### config.mk
export PLATFORM = sky130hd
export DESIGN_NAME = tombstone_list_select_compact
export DESIGN_NICKNAME = d
export VERILOG_FILES = /design/src/rtl/tlsc_pkg.sv /design/src/rtl/tlsc_ram.sv /design/src/rtl/tlsc_ctrl.sv /design/src/rtl/tlsc_dp.sv /design/src/rtl/tombstone_list_select_compact.sv
export SDC_FILE = /design/constraint.sdc
export NUM_CORES = 2
export LEC_CHECK = 0
export BUFFER_PORTS_ARGS = -buffer_cell sky130_fd_sc_hd__buf_2
export CORE_MARGIN = 1.5
export CORE_UTILIZATION = 56
export CTS_CLUSTER_DIAMETER = 60
export DETAILED_ROUTE_END_ITERATION = 16
export PLACE_DENSITY_LB_ADDON = 0.2
export SLEW_MARGIN = 20
export SYNTH_ARGS = -nofsm -noshare
export SYNTH_HDL_FRONTEND = slang
export SYNTH_SLANG_ARGS = --single-unit
### constraint.sdc
create_clock -name clk -period 4.3 [get_ports clk]
set_clock_uncertainty 0.2 [all_clocks]
set_input_delay 1.29 -clock clk [delete_from_list [all_inputs] [get_ports clk]]
set_output_delay 1.29 -clock clk [all_outputs]
set_load 0.05 [all_outputs]
### src/rtl/tlsc_pkg.sv
package tlsc_pkg;

  localparam int CAPACITY   = 64;
  localparam int VALUE_BITS = 32;

  localparam int IDX_W  = $clog2(CAPACITY);
  localparam int CNT_W  = $clog2(CAPACITY + 1);
  localparam int ITEM_W = 32;
  localparam int POS_W  = 6;
  localparam int LC_W   = 7;
  localparam int STAT_W = 2;
  localparam int POS_CW = (CNT_W > POS_W) ? CNT_W : POS_W;

  typedef enum logic [1:0] {
    REQ_APPEND  = 2'd0,
    REQ_GET     = 2'd1,
    REQ_REMOVE  = 2'd2,
    REQ_COMPACT = 2'd3
  } req_t;

  typedef enum logic [STAT_W-1:0] {
    STAT_OK   = 2'd0,
    STAT_OOR  = 2'd1,
    STAT_FULL = 2'd2
  } status_t;

  typedef struct packed {
    logic append;
    logic rep_full;
    logic rep_oor;
    logic sel_start;
    logic sel_step;
    logic rd_issue;
    logic remove;
    logic rep_get;
    logic cmp_start;
    logic cmp_step;
    logic cmp_finish;
  } ctrl_cmd_t;

  typedef struct packed {
    logic full;
    logic oor;
    logic hit;
    logic cmp_end;
  } dp_stat_t;

endpackage

### src/rtl/tlsc_ram.sv
module tlsc_ram #(
  parameter int WIDTH = 32,
  parameter int DEPTH = 64,
  localparam int AW = $clog2(DEPTH)
) (
  input  logic             clk,
  input  logic             we,
  input  logic [AW-1:0]    waddr,
  input  logic [WIDTH-1:0] wdata,
  input  logic             re,
  input  logic [AW-1:0]    raddr,
  output logic [WIDTH-1:0] rdata
);

  logic [WIDTH-1:0] mem [DEPTH];
  logic [WIDTH-1:0] rdata_r;

  always_ff @(posedge clk) begin
    if (we) begin
      mem[waddr] <= wdata;
    end
    if (re) begin
      rdata_r <= mem[raddr];
    end
  end

  assign rdata = rdata_r;

endmodule

### src/rtl/tlsc_ctrl.sv
module tlsc_ctrl (
  input  logic               clk,
  input  logic               rst_n,
  input  logic               start,
  input  logic [1:0]         req_type,
  input  tlsc_pkg::dp_stat_t stat,
  output tlsc_pkg::ctrl_cmd_t cmd,
  output logic               busy
);
  import tlsc_pkg::*;

  typedef enum logic [3:0] {
    S_IDLE = 4'b0001,
    S_SEL  = 4'b0010,
    S_GETW = 4'b0100,
    S_CMP  = 4'b1000
  } state_t;

  state_t state_r, state_nxt;
  logic   is_get_r, is_get_nxt;

  always_comb begin
    state_nxt  = state_r;
    is_get_nxt = is_get_r;
    cmd        = '0;
    case (state_r)
      S_IDLE: begin
        if (start) begin
          case (req_t'(req_type))
            REQ_APPEND: begin
              if (stat.full) begin
                cmd.rep_full = 1'b1;
              end else begin
                cmd.append = 1'b1;
              end
            end
            REQ_GET, REQ_REMOVE: begin
              if (stat.oor) begin
                cmd.rep_oor = 1'b1;
              end else begin
                cmd.sel_start = 1'b1;
                is_get_nxt    = (req_t'(req_type) == REQ_GET);
                state_nxt     = S_SEL;
              end
            end
            REQ_COMPACT: begin
              cmd.cmp_start = 1'b1;
              state_nxt     = S_CMP;
            end
            default: begin
              state_nxt = S_IDLE;
            end
          endcase
        end
      end
      S_SEL: begin
        cmd.sel_step = 1'b1;
        if (stat.hit) begin
          if (is_get_r) begin
            cmd.rd_issue = 1'b1;
            state_nxt    = S_GETW;
          end else begin
            cmd.remove = 1'b1;
            state_nxt  = S_IDLE;
          end
        end
      end
      S_GETW: begin
        cmd.rep_get = 1'b1;
        state_nxt   = S_IDLE;
      end
      S_CMP: begin
        cmd.cmp_step = 1'b1;
        if (stat.cmp_end) begin
          cmd.cmp_finish = 1'b1;
          state_nxt      = S_IDLE;
        end
      end
      default: begin
        state_nxt = S_IDLE;
      end
    endcase
  end

  always_ff @(posedge clk) begin
    if (!rst_n) begin
      state_r  <= S_IDLE;
      is_get_r <= 1'b0;
    end else begin
      state_r  <= state_nxt;
      is_get_r <= is_get_nxt;
    end
  end

  assign busy = (state_r != S_IDLE);

endmodule

### src/rtl/tlsc_dp.sv
module tlsc_dp (
  input  logic                               clk,
  input  logic                               rst_n,
  input  tlsc_pkg::ctrl_cmd_t                cmd,
  input  logic signed [tlsc_pkg::ITEM_W-1:0] item_value,
  input  logic [tlsc_pkg::POS_W-1:0]         position,
  output tlsc_pkg::dp_stat_t                 stat,
  output logic                               out_valid,
  output logic [tlsc_pkg::STAT_W-1:0]        out_status,
  output logic signed [tlsc_pkg::ITEM_W-1:0] out_read_value,
  output logic [tlsc_pkg::LC_W-1:0]          out_live_count
);
  import tlsc_pkg::*;

  logic [CAPACITY-1:0] valid_r, valid_nxt;
  logic [CNT_W-1:0]    fill_r, fill_nxt;
  logic [CNT_W-1:0]    cnt_r, cnt_nxt;
  logic [CNT_W-1:0]    scan_r, scan_nxt;
  logic [CNT_W-1:0]    seen_r, seen_nxt;
  logic [CNT_W-1:0]    wr_r, wr_nxt;
  logic [POS_W-1:0]    pos_r, pos_nxt;
  logic                pend_r, pend_nxt;

  logic                      ov_r, ov_nxt;
  status_t                   ostat_r, ostat_nxt;
  logic signed [ITEM_W-1:0]  oval_r, oval_nxt;
  logic [LC_W-1:0]           ocnt_r, ocnt_nxt;

  logic                  ram_we;
  logic [IDX_W-1:0]      ram_waddr;
  logic [VALUE_BITS-1:0] ram_wdata;
  logic                  ram_re;
  logic [IDX_W-1:0]      ram_raddr;
  logic [VALUE_BITS-1:0] ram_rdata;
  logic signed [VALUE_BITS-1:0] rdata_s;

  logic scan_valid;
  logic scan_in_fill;

  tlsc_ram #(
    .WIDTH (VALUE_BITS),
    .DEPTH (CAPACITY)
  ) u_ram (
    .clk   (clk),
    .we    (ram_we),
    .waddr (ram_waddr),
    .wdata (ram_wdata),
    .re    (ram_re),
    .raddr (ram_raddr),
    .rdata (ram_rdata)
  );

  assign rdata_s      = ram_rdata;
  assign scan_valid   = valid_r[scan_r[IDX_W-1:0]];
  assign scan_in_fill = (scan_r < fill_r);

  assign stat.full    = (fill_r == CNT_W'(CAPACITY));
  assign stat.oor     = (POS_CW'(position) >= POS_CW'(cnt_r));
  assign stat.hit     = scan_valid && (POS_CW'(seen_r) == POS_CW'(pos_r));
  assign stat.cmp_end = !scan_in_fill && !pend_r;

  always_comb begin
    valid_nxt = valid_r;
    fill_nxt  = fill_r;
    cnt_nxt   = cnt_r;
    scan_nxt  = scan_r;
    seen_nxt  = seen_r;
    wr_nxt    = wr_r;
    pos_nxt   = pos_r;
    pend_nxt  = pend_r;
    ov_nxt    = 1'b0;
    ostat_nxt = ostat_r;
    oval_nxt  = oval_r;
    ocnt_nxt  = ocnt_r;
    ram_we    = 1'b0;
    ram_waddr = fill_r[IDX_W-1:0];
    ram_wdata = VALUE_BITS'(item_value);
    ram_re    = 1'b0;
    ram_raddr = scan_r[IDX_W-1:0];

    if (cmd.append) begin
      ram_we                        = 1'b1;
      valid_nxt[fill_r[IDX_W-1:0]]  = 1'b1;
      fill_nxt                      = fill_r + 1'b1;
      cnt_nxt                       = cnt_r + 1'b1;
      ov_nxt                        = 1'b1;
      ostat_nxt                     = STAT_OK;
      oval_nxt                      = '0;
      ocnt_nxt                      = LC_W'(cnt_r + 1'b1);
    end

    if (cmd.rep_full || cmd.rep_oor) begin
      ov_nxt    = 1'b1;
      ostat_nxt = cmd.rep_full ? STAT_FULL : STAT_OOR;
      oval_nxt  = '0;
      ocnt_nxt  = LC_W'(cnt_r);
    end

    if (cmd.sel_start) begin
      scan_nxt = '0;
      seen_nxt = '0;
      pos_nxt  = position;
    end

    if (cmd.sel_step && !stat.hit) begin
      scan_nxt = scan_r + 1'b1;
      seen_nxt = seen_r + CNT_W'(scan_valid);
    end

    if (cmd.rd_issue) begin
      ram_re = 1'b1;
    end

    if (cmd.remove) begin
      valid_nxt[scan_r[IDX_W-1:0]] = 1'b0;
      cnt_nxt                      = cnt_r - 1'b1;
      ov_nxt                       = 1'b1;
      ostat_nxt                    = STAT_OK;
      oval_nxt                     = '0;
      ocnt_nxt                     = LC_W'(cnt_r - 1'b1);
    end

    if (cmd.rep_get) begin
      ov_nxt    = 1'b1;
      ostat_nxt = STAT_OK;
      oval_nxt  = ITEM_W'(rdata_s);
      ocnt_nxt  = LC_W'(cnt_r);
    end

    if (cmd.cmp_start) begin
      scan_nxt = '0;
      wr_nxt   = '0;
      pend_nxt = 1'b0;
    end

    if (cmd.cmp_step) begin
      // read side walks the old slots, write side writes each live word in the cycle after its read
      if (scan_in_fill) begin
        ram_re   = 1'b1;
        pend_nxt = scan_valid;
        scan_nxt = scan_r + 1'b1;
      end else begin
        pend_nxt = 1'b0;
      end
      if (pend_r) begin
        ram_we    = 1'b1;
        ram_waddr = wr_r[IDX_W-1:0];
        ram_wdata = ram_rdata;
        wr_nxt    = wr_r + 1'b1;
      end
    end

    if (cmd.cmp_finish) begin
      for (int k = 0; k < CAPACITY; k++) begin
        valid_nxt[k] = (CNT_W'(k) < wr_r);
      end
      fill_nxt  = wr_r;
      cnt_nxt   = wr_r;
      ov_nxt    = 1'b1;
      ostat_nxt = STAT_OK;
      oval_nxt  = '0;
      ocnt_nxt  = LC_W'(wr_r);
    end
  end

  always_ff @(posedge clk) begin
    if (!rst_n) begin
      valid_r <= '0;
      fill_r  <= '0;
      cnt_r   <= '0;
      pend_r  <= 1'b0;
      ov_r    <= 1'b0;
    end else begin
      valid_r <= valid_nxt;
      fill_r  <= fill_nxt;
      cnt_r   <= cnt_nxt;
      pend_r  <= pend_nxt;
      ov_r    <= ov_nxt;
    end
  end

  always_ff @(posedge clk) begin
    scan_r  <= scan_nxt;
    seen_r  <= seen_nxt;
    wr_r    <= wr_nxt;
    pos_r   <= pos_nxt;
    ostat_r <= ostat_nxt;
    oval_r  <= oval_nxt;
    ocnt_r  <= ocnt_nxt;
  end

  assign out_valid      = ov_r;
  assign out_status     = ostat_r;
  assign out_read_value = oval_r;
  assign out_live_count = ocnt_r;

endmodule

### src/rtl/tombstone_list_select_compact.sv
// append and rejected requests give their result in the cycle after start
// get and remove scan one slot a cycle up to the selected slot, get then adding
// a registered slot read; compact walks the slots below the fill pointer and ends once the last pending copy is written
// throughput: busy stays low after append and rejected requests, so those run one per cycle
// reset clears valid marks, fill pointer and count at once; no clearing pass
// results are one-cycle strobes, the receiver cannot stall
module tombstone_list_select_compact (
  input  logic                               clk,
  input  logic                               rst_n,
  input  logic                               start,
  output logic                               busy,
  input  logic [1:0]                         in_req_type,
  input  logic signed [tlsc_pkg::ITEM_W-1:0] in_item_value,
  input  logic [tlsc_pkg::POS_W-1:0]         in_position,
  output logic                               out_valid,
  output logic [tlsc_pkg::STAT_W-1:0]        out_status,
  output logic signed [tlsc_pkg::ITEM_W-1:0] out_read_value,
  output logic [tlsc_pkg::LC_W-1:0]          out_live_count
);
  import tlsc_pkg::*;

  ctrl_cmd_t cmd;
  dp_stat_t  stat;

  tlsc_ctrl u_ctrl (
    .clk      (clk),
    .rst_n    (rst_n),
    .start    (start),
    .req_type (in_req_type),
    .stat     (stat),
    .cmd      (cmd),
    .busy     (busy)
  );

  tlsc_dp u_dp (
    .clk            (clk),
    .rst_n          (rst_n),
    .cmd            (cmd),
    .item_value     (in_item_value),
    .position       (in_position),
    .stat           (stat),
    .out_valid      (out_valid),
    .out_status     (out_status),
    .out_read_value (out_read_value),
    .out_live_count (out_live_count)
  );

endmodule

==> flow_summary_export.csv <==
group,metric,value,unit
run_status,status,"finished clean",
yosys,synth_cells,4999,
cts,clock_sinks,2233,
setup_path,critical_path_class,"register to register",
yosys,yosys_warnings,0,
run,cap_violations,0,
cells_and_area,register_area,65700,µm²
global_route,grt_pass1_wl,350000,µm
detailed_routing,wirelength,245000,µm
power_and_ir_drop,irDropWorstVdd,0.325,mV
setup_path,end_kind,"register",
die,num_rows,141,
cts,cts_buffer_depth,3,
detailed_routing,drtAntennaViolNets,0,
worst_hold_path,hold_start,"u_dp.out_read_value[28]",
cells_and_area,final_area,96200,µm²
power_and_ir_drop,swShare,23.7,%
power_and_ir_drop,intPower,35700,µW
sta,period_needed,3980,ps
power_and_ir_drop,p_clk_share,39.1,%
cts,cts_hold_buffers,0,
sta,setup_violations,0,
yosys,synthArstFlopShare,0,%
detailed_routing,drt_iter0_markers,7478,
worst_hold_path,holdPathStages,1,
setup_path,ff2ff_path_depth,11,
setup_path,reg2reg_from,"u_dp.scan_r[0]",
power_and_ir_drop,power,46800,µW
sta,relSlewSlack,24.8,%
cells_and_area,mostFrequentLayoutCell,"edfxtp_1",
setup_path,r2r_setup_slack,320,ps
yosys,yosysSeqAreaShare,79.0,%
die,io_pins,86,
power_and_ir_drop,p_comb_share,9.6,%
global_route,grtUsageTotal,32.1,%
die,core_area,148000,µm²
setup_path,arrival,4510,ps
setup_path,worstPathRequired,4830,ps
global_route,grt_pass1_vias,48700,
yosys,syn_avg_cell_area,16.6,µm²
power_and_ir_drop,switchingPower,11100,µW
die,die-width,388,µm
cells_and_area,area_delta_synth_final,15.6,%
sta,finalHoldViolations,0,
cts,root_buffer,"clkbuf_16",
detailed_routing,num_vias,51800,
worst_hold_path,hold_end,"u_dp.out_read_value[28]",
placed_design,dp_hpwl,143000,µm
placed_design,placedInstanceArea,89400,µm²
setup_path,reg2reg_to,"u_dp.scan_r[5]",
cts,cts-htree-levels,4,
sta,slew_viol_final,0,
global_route,grt_max_degree,95,
cts,post-cts-setup-buffers,0,
die,floorplan.initialDensity,56.4,%
yosys,syn_nets,5065,
power_and_ir_drop,power_leakage,0.0304,µW
yosys,syn-cell-area,83200,µm²
setup_path,worstSetupStartpointType,"register",
sta,final.setup.tns,0,ps
yosys,yosys_register_bits,2233,
power_and_ir_drop,p_seq_share,51.4,%
placed_design,place_congestion,0.958,
global_route,grt.overflow.total,0,
die,die_area,151000,µm²
cts,clkTransAtPathRegs,60,ps
sta,worstMarginPinSlew,1120,ps
yosys,synth-edff-count,2100,
die,die-height,388,µm
setup_path,critPathMaxFanout,23,
power_and_ir_drop,p_per_area,486,nW/µm²
yosys,ys_types,70,
cells_and_area,fillers,9895,
cts,post_cts_resized,0,
cells_and_area,mostFrequentLayoutCells,"edfxtp_1, a22oi_1, a22o_1",
detailed_routing,drt-pass1-iter-count,6,
yosys,ys.flop_type,"edfxtp_1",
cts,cts_tree,"built",
placed_design,numPortBuffers,85,
cts,clock_latency,840,ps
sta,max_clock_freq,0.251,GHz
cells_and_area,multi_input_area,16600,µm²
global_route,antenna_found_initial,4,
detailed_routing,wl_per_cell,33.1,µm
sta,period_share,92.6,%
sta,rsz0062_at_grt,"false",
detailed_routing,vias_per_cell,6.99,
cts,cts_made_buffers,214,
cells_and_area,layout-drive-gt1-share,15.9,%
detailed_routing,drc,0,
worst_hold_path,hold_path.class,"register to register",
cells_and_area,fin_nets,5363,
[per-stage QoR]
step / cells / hold WS (ps) / util, % / setup WS, ps
3_3_place_gp: 7011 / 251 / 60.5 / 476
6_report: 7409 / 273 / 65.1 / 319
2_1_floorplan: 4999 / 240 / - / -189
4_1_cts: 7408 / 270 / 65.1 / 419
5_1_grt: 7408 / 281 / 65.1 / 205
3_5_place_dp: 7011 / 256 / 60.5 / 441
[worst max path at each step]
| stage | to | slack, ps | start |
|---|---|---|---|
| 2_1_floorplan | u_dp.u_ram.mem[61][0] | -190 | in_req_type[1] |
| 3_3_place_gp | u_dp.out_live_count[1] | 480 | in_position[0] |
| 3_5_place_dp | u_dp.scan_r[5] | 440 | u_dp.scan_r[0] |
| 4_1_cts | u_dp.scan_r[5] | 420 | u_dp.scan_r[0] |
| 5_1_grt | u_dp.scan_r[3] | 210 | u_dp.scan_r[0] |
| 6_report | u_dp.scan_r[5] | 320 | u_dp.scan_r[0] |
[critical path, cell delays in order, from the launching register on]
cell and delay [ps]:
dfxtp_1 710, nor3b_4 520, buf_12 280, a22oi_1 100
a21oi_1 280, a2111oi_2 120, and3_1 290, o21ai_2 400
nand2_1 290, buf_4 260, and3_1 170, a221o_1 260
[per-layer routing]
| layer | up-vias | share of wire [%] | GRT usage [%] |
|---|---|---|---|
| li1 | 21300 | - | - |
| met1 | 26400 | 40 | 48.0 |
| met2 | 3700 | 45 | 47.4 |
| met3 | 376 | 14 | 8.32 |
| met4 | 2 | 2.1 | 7.74 |
| met5 | - | 0.0053 | 0 |
[power by group through the flow]
stage | Clock (µW) | Combinational, µW | Sequential [µW]
floorplan | 0 | 2510 | 24500
global placement | 0 | 4310 | 24500
detailed placement | 0 | 4360 | 24500
CTS | 18400 | 4380 | 24000
global route | 19200 | 4710 | 24000
finish | 18300 | 4470 | 24000
[sequential cells by signal (all words and copies together) (netlist names)]
name and flops:
u_dp.fill_r 7, u_dp.out_live_count 7, u_dp.u_ram.mem 2048, u_dp.wr_r 7, u_dp.out_status 2, u_dp.out_read_value 32, u_dp.pend_r 1, u_dp.cnt_r 7
u_ctrl.is_get_r 1, u_dp.scan_r 7, u_dp.pos_r 6, u_dp.u_ram.rdata 32, u_ctrl.state_r 4, u_dp.seen_r 7, u_dp.out_valid 1, u_dp.valid_r 64
[final cells by class]
type	count	area share, %
inverters	27	0.105
diodes	1	0.00260
multi-input cells	2386	17.3
clock inverters	122	1.08
repair buffers	435	4.67
flip-flops and latches	2233	68.3
well taps	1930	2.51
clock buffers	275	5.97
[cell families (layout without fill, tap and decap cells)]
logic type	count (synthesis)	after routing	share of synthesized area, %
simple gates	647	647	3.76
flops	2233	2233	79.0
mux	21	21	0.278
fa+ha+maj	23	23	0.346
compound gates	1674	1674	14.6
buf+inv	380	859	1.79
other cells	0	1	0
xor+xnor	21	21	0.221
[cell usage after synthesis (all sizes together), types with 89 or more instances]
| library cell | count | area, µm² |
|---|---|---|
| a21oi | 232 | 1160 |
| a221oi | 231 | 2020 |
| a22o | 263 | 2300 |
| a22oi | 574 | 4310 |
| a31oi | 167 | 1040 |
| clkbuf | 276 | 1040 |
| dfxtp | 133 | 2660 |
| edfxtp | 2100 | 63100 |
| nand2 | 158 | 593 |
| nand3 | 123 | 616 |
| nor2 | 157 | 589 |
| o21ai | 89 | 449 |
Power figures use the tool's default switching activity.
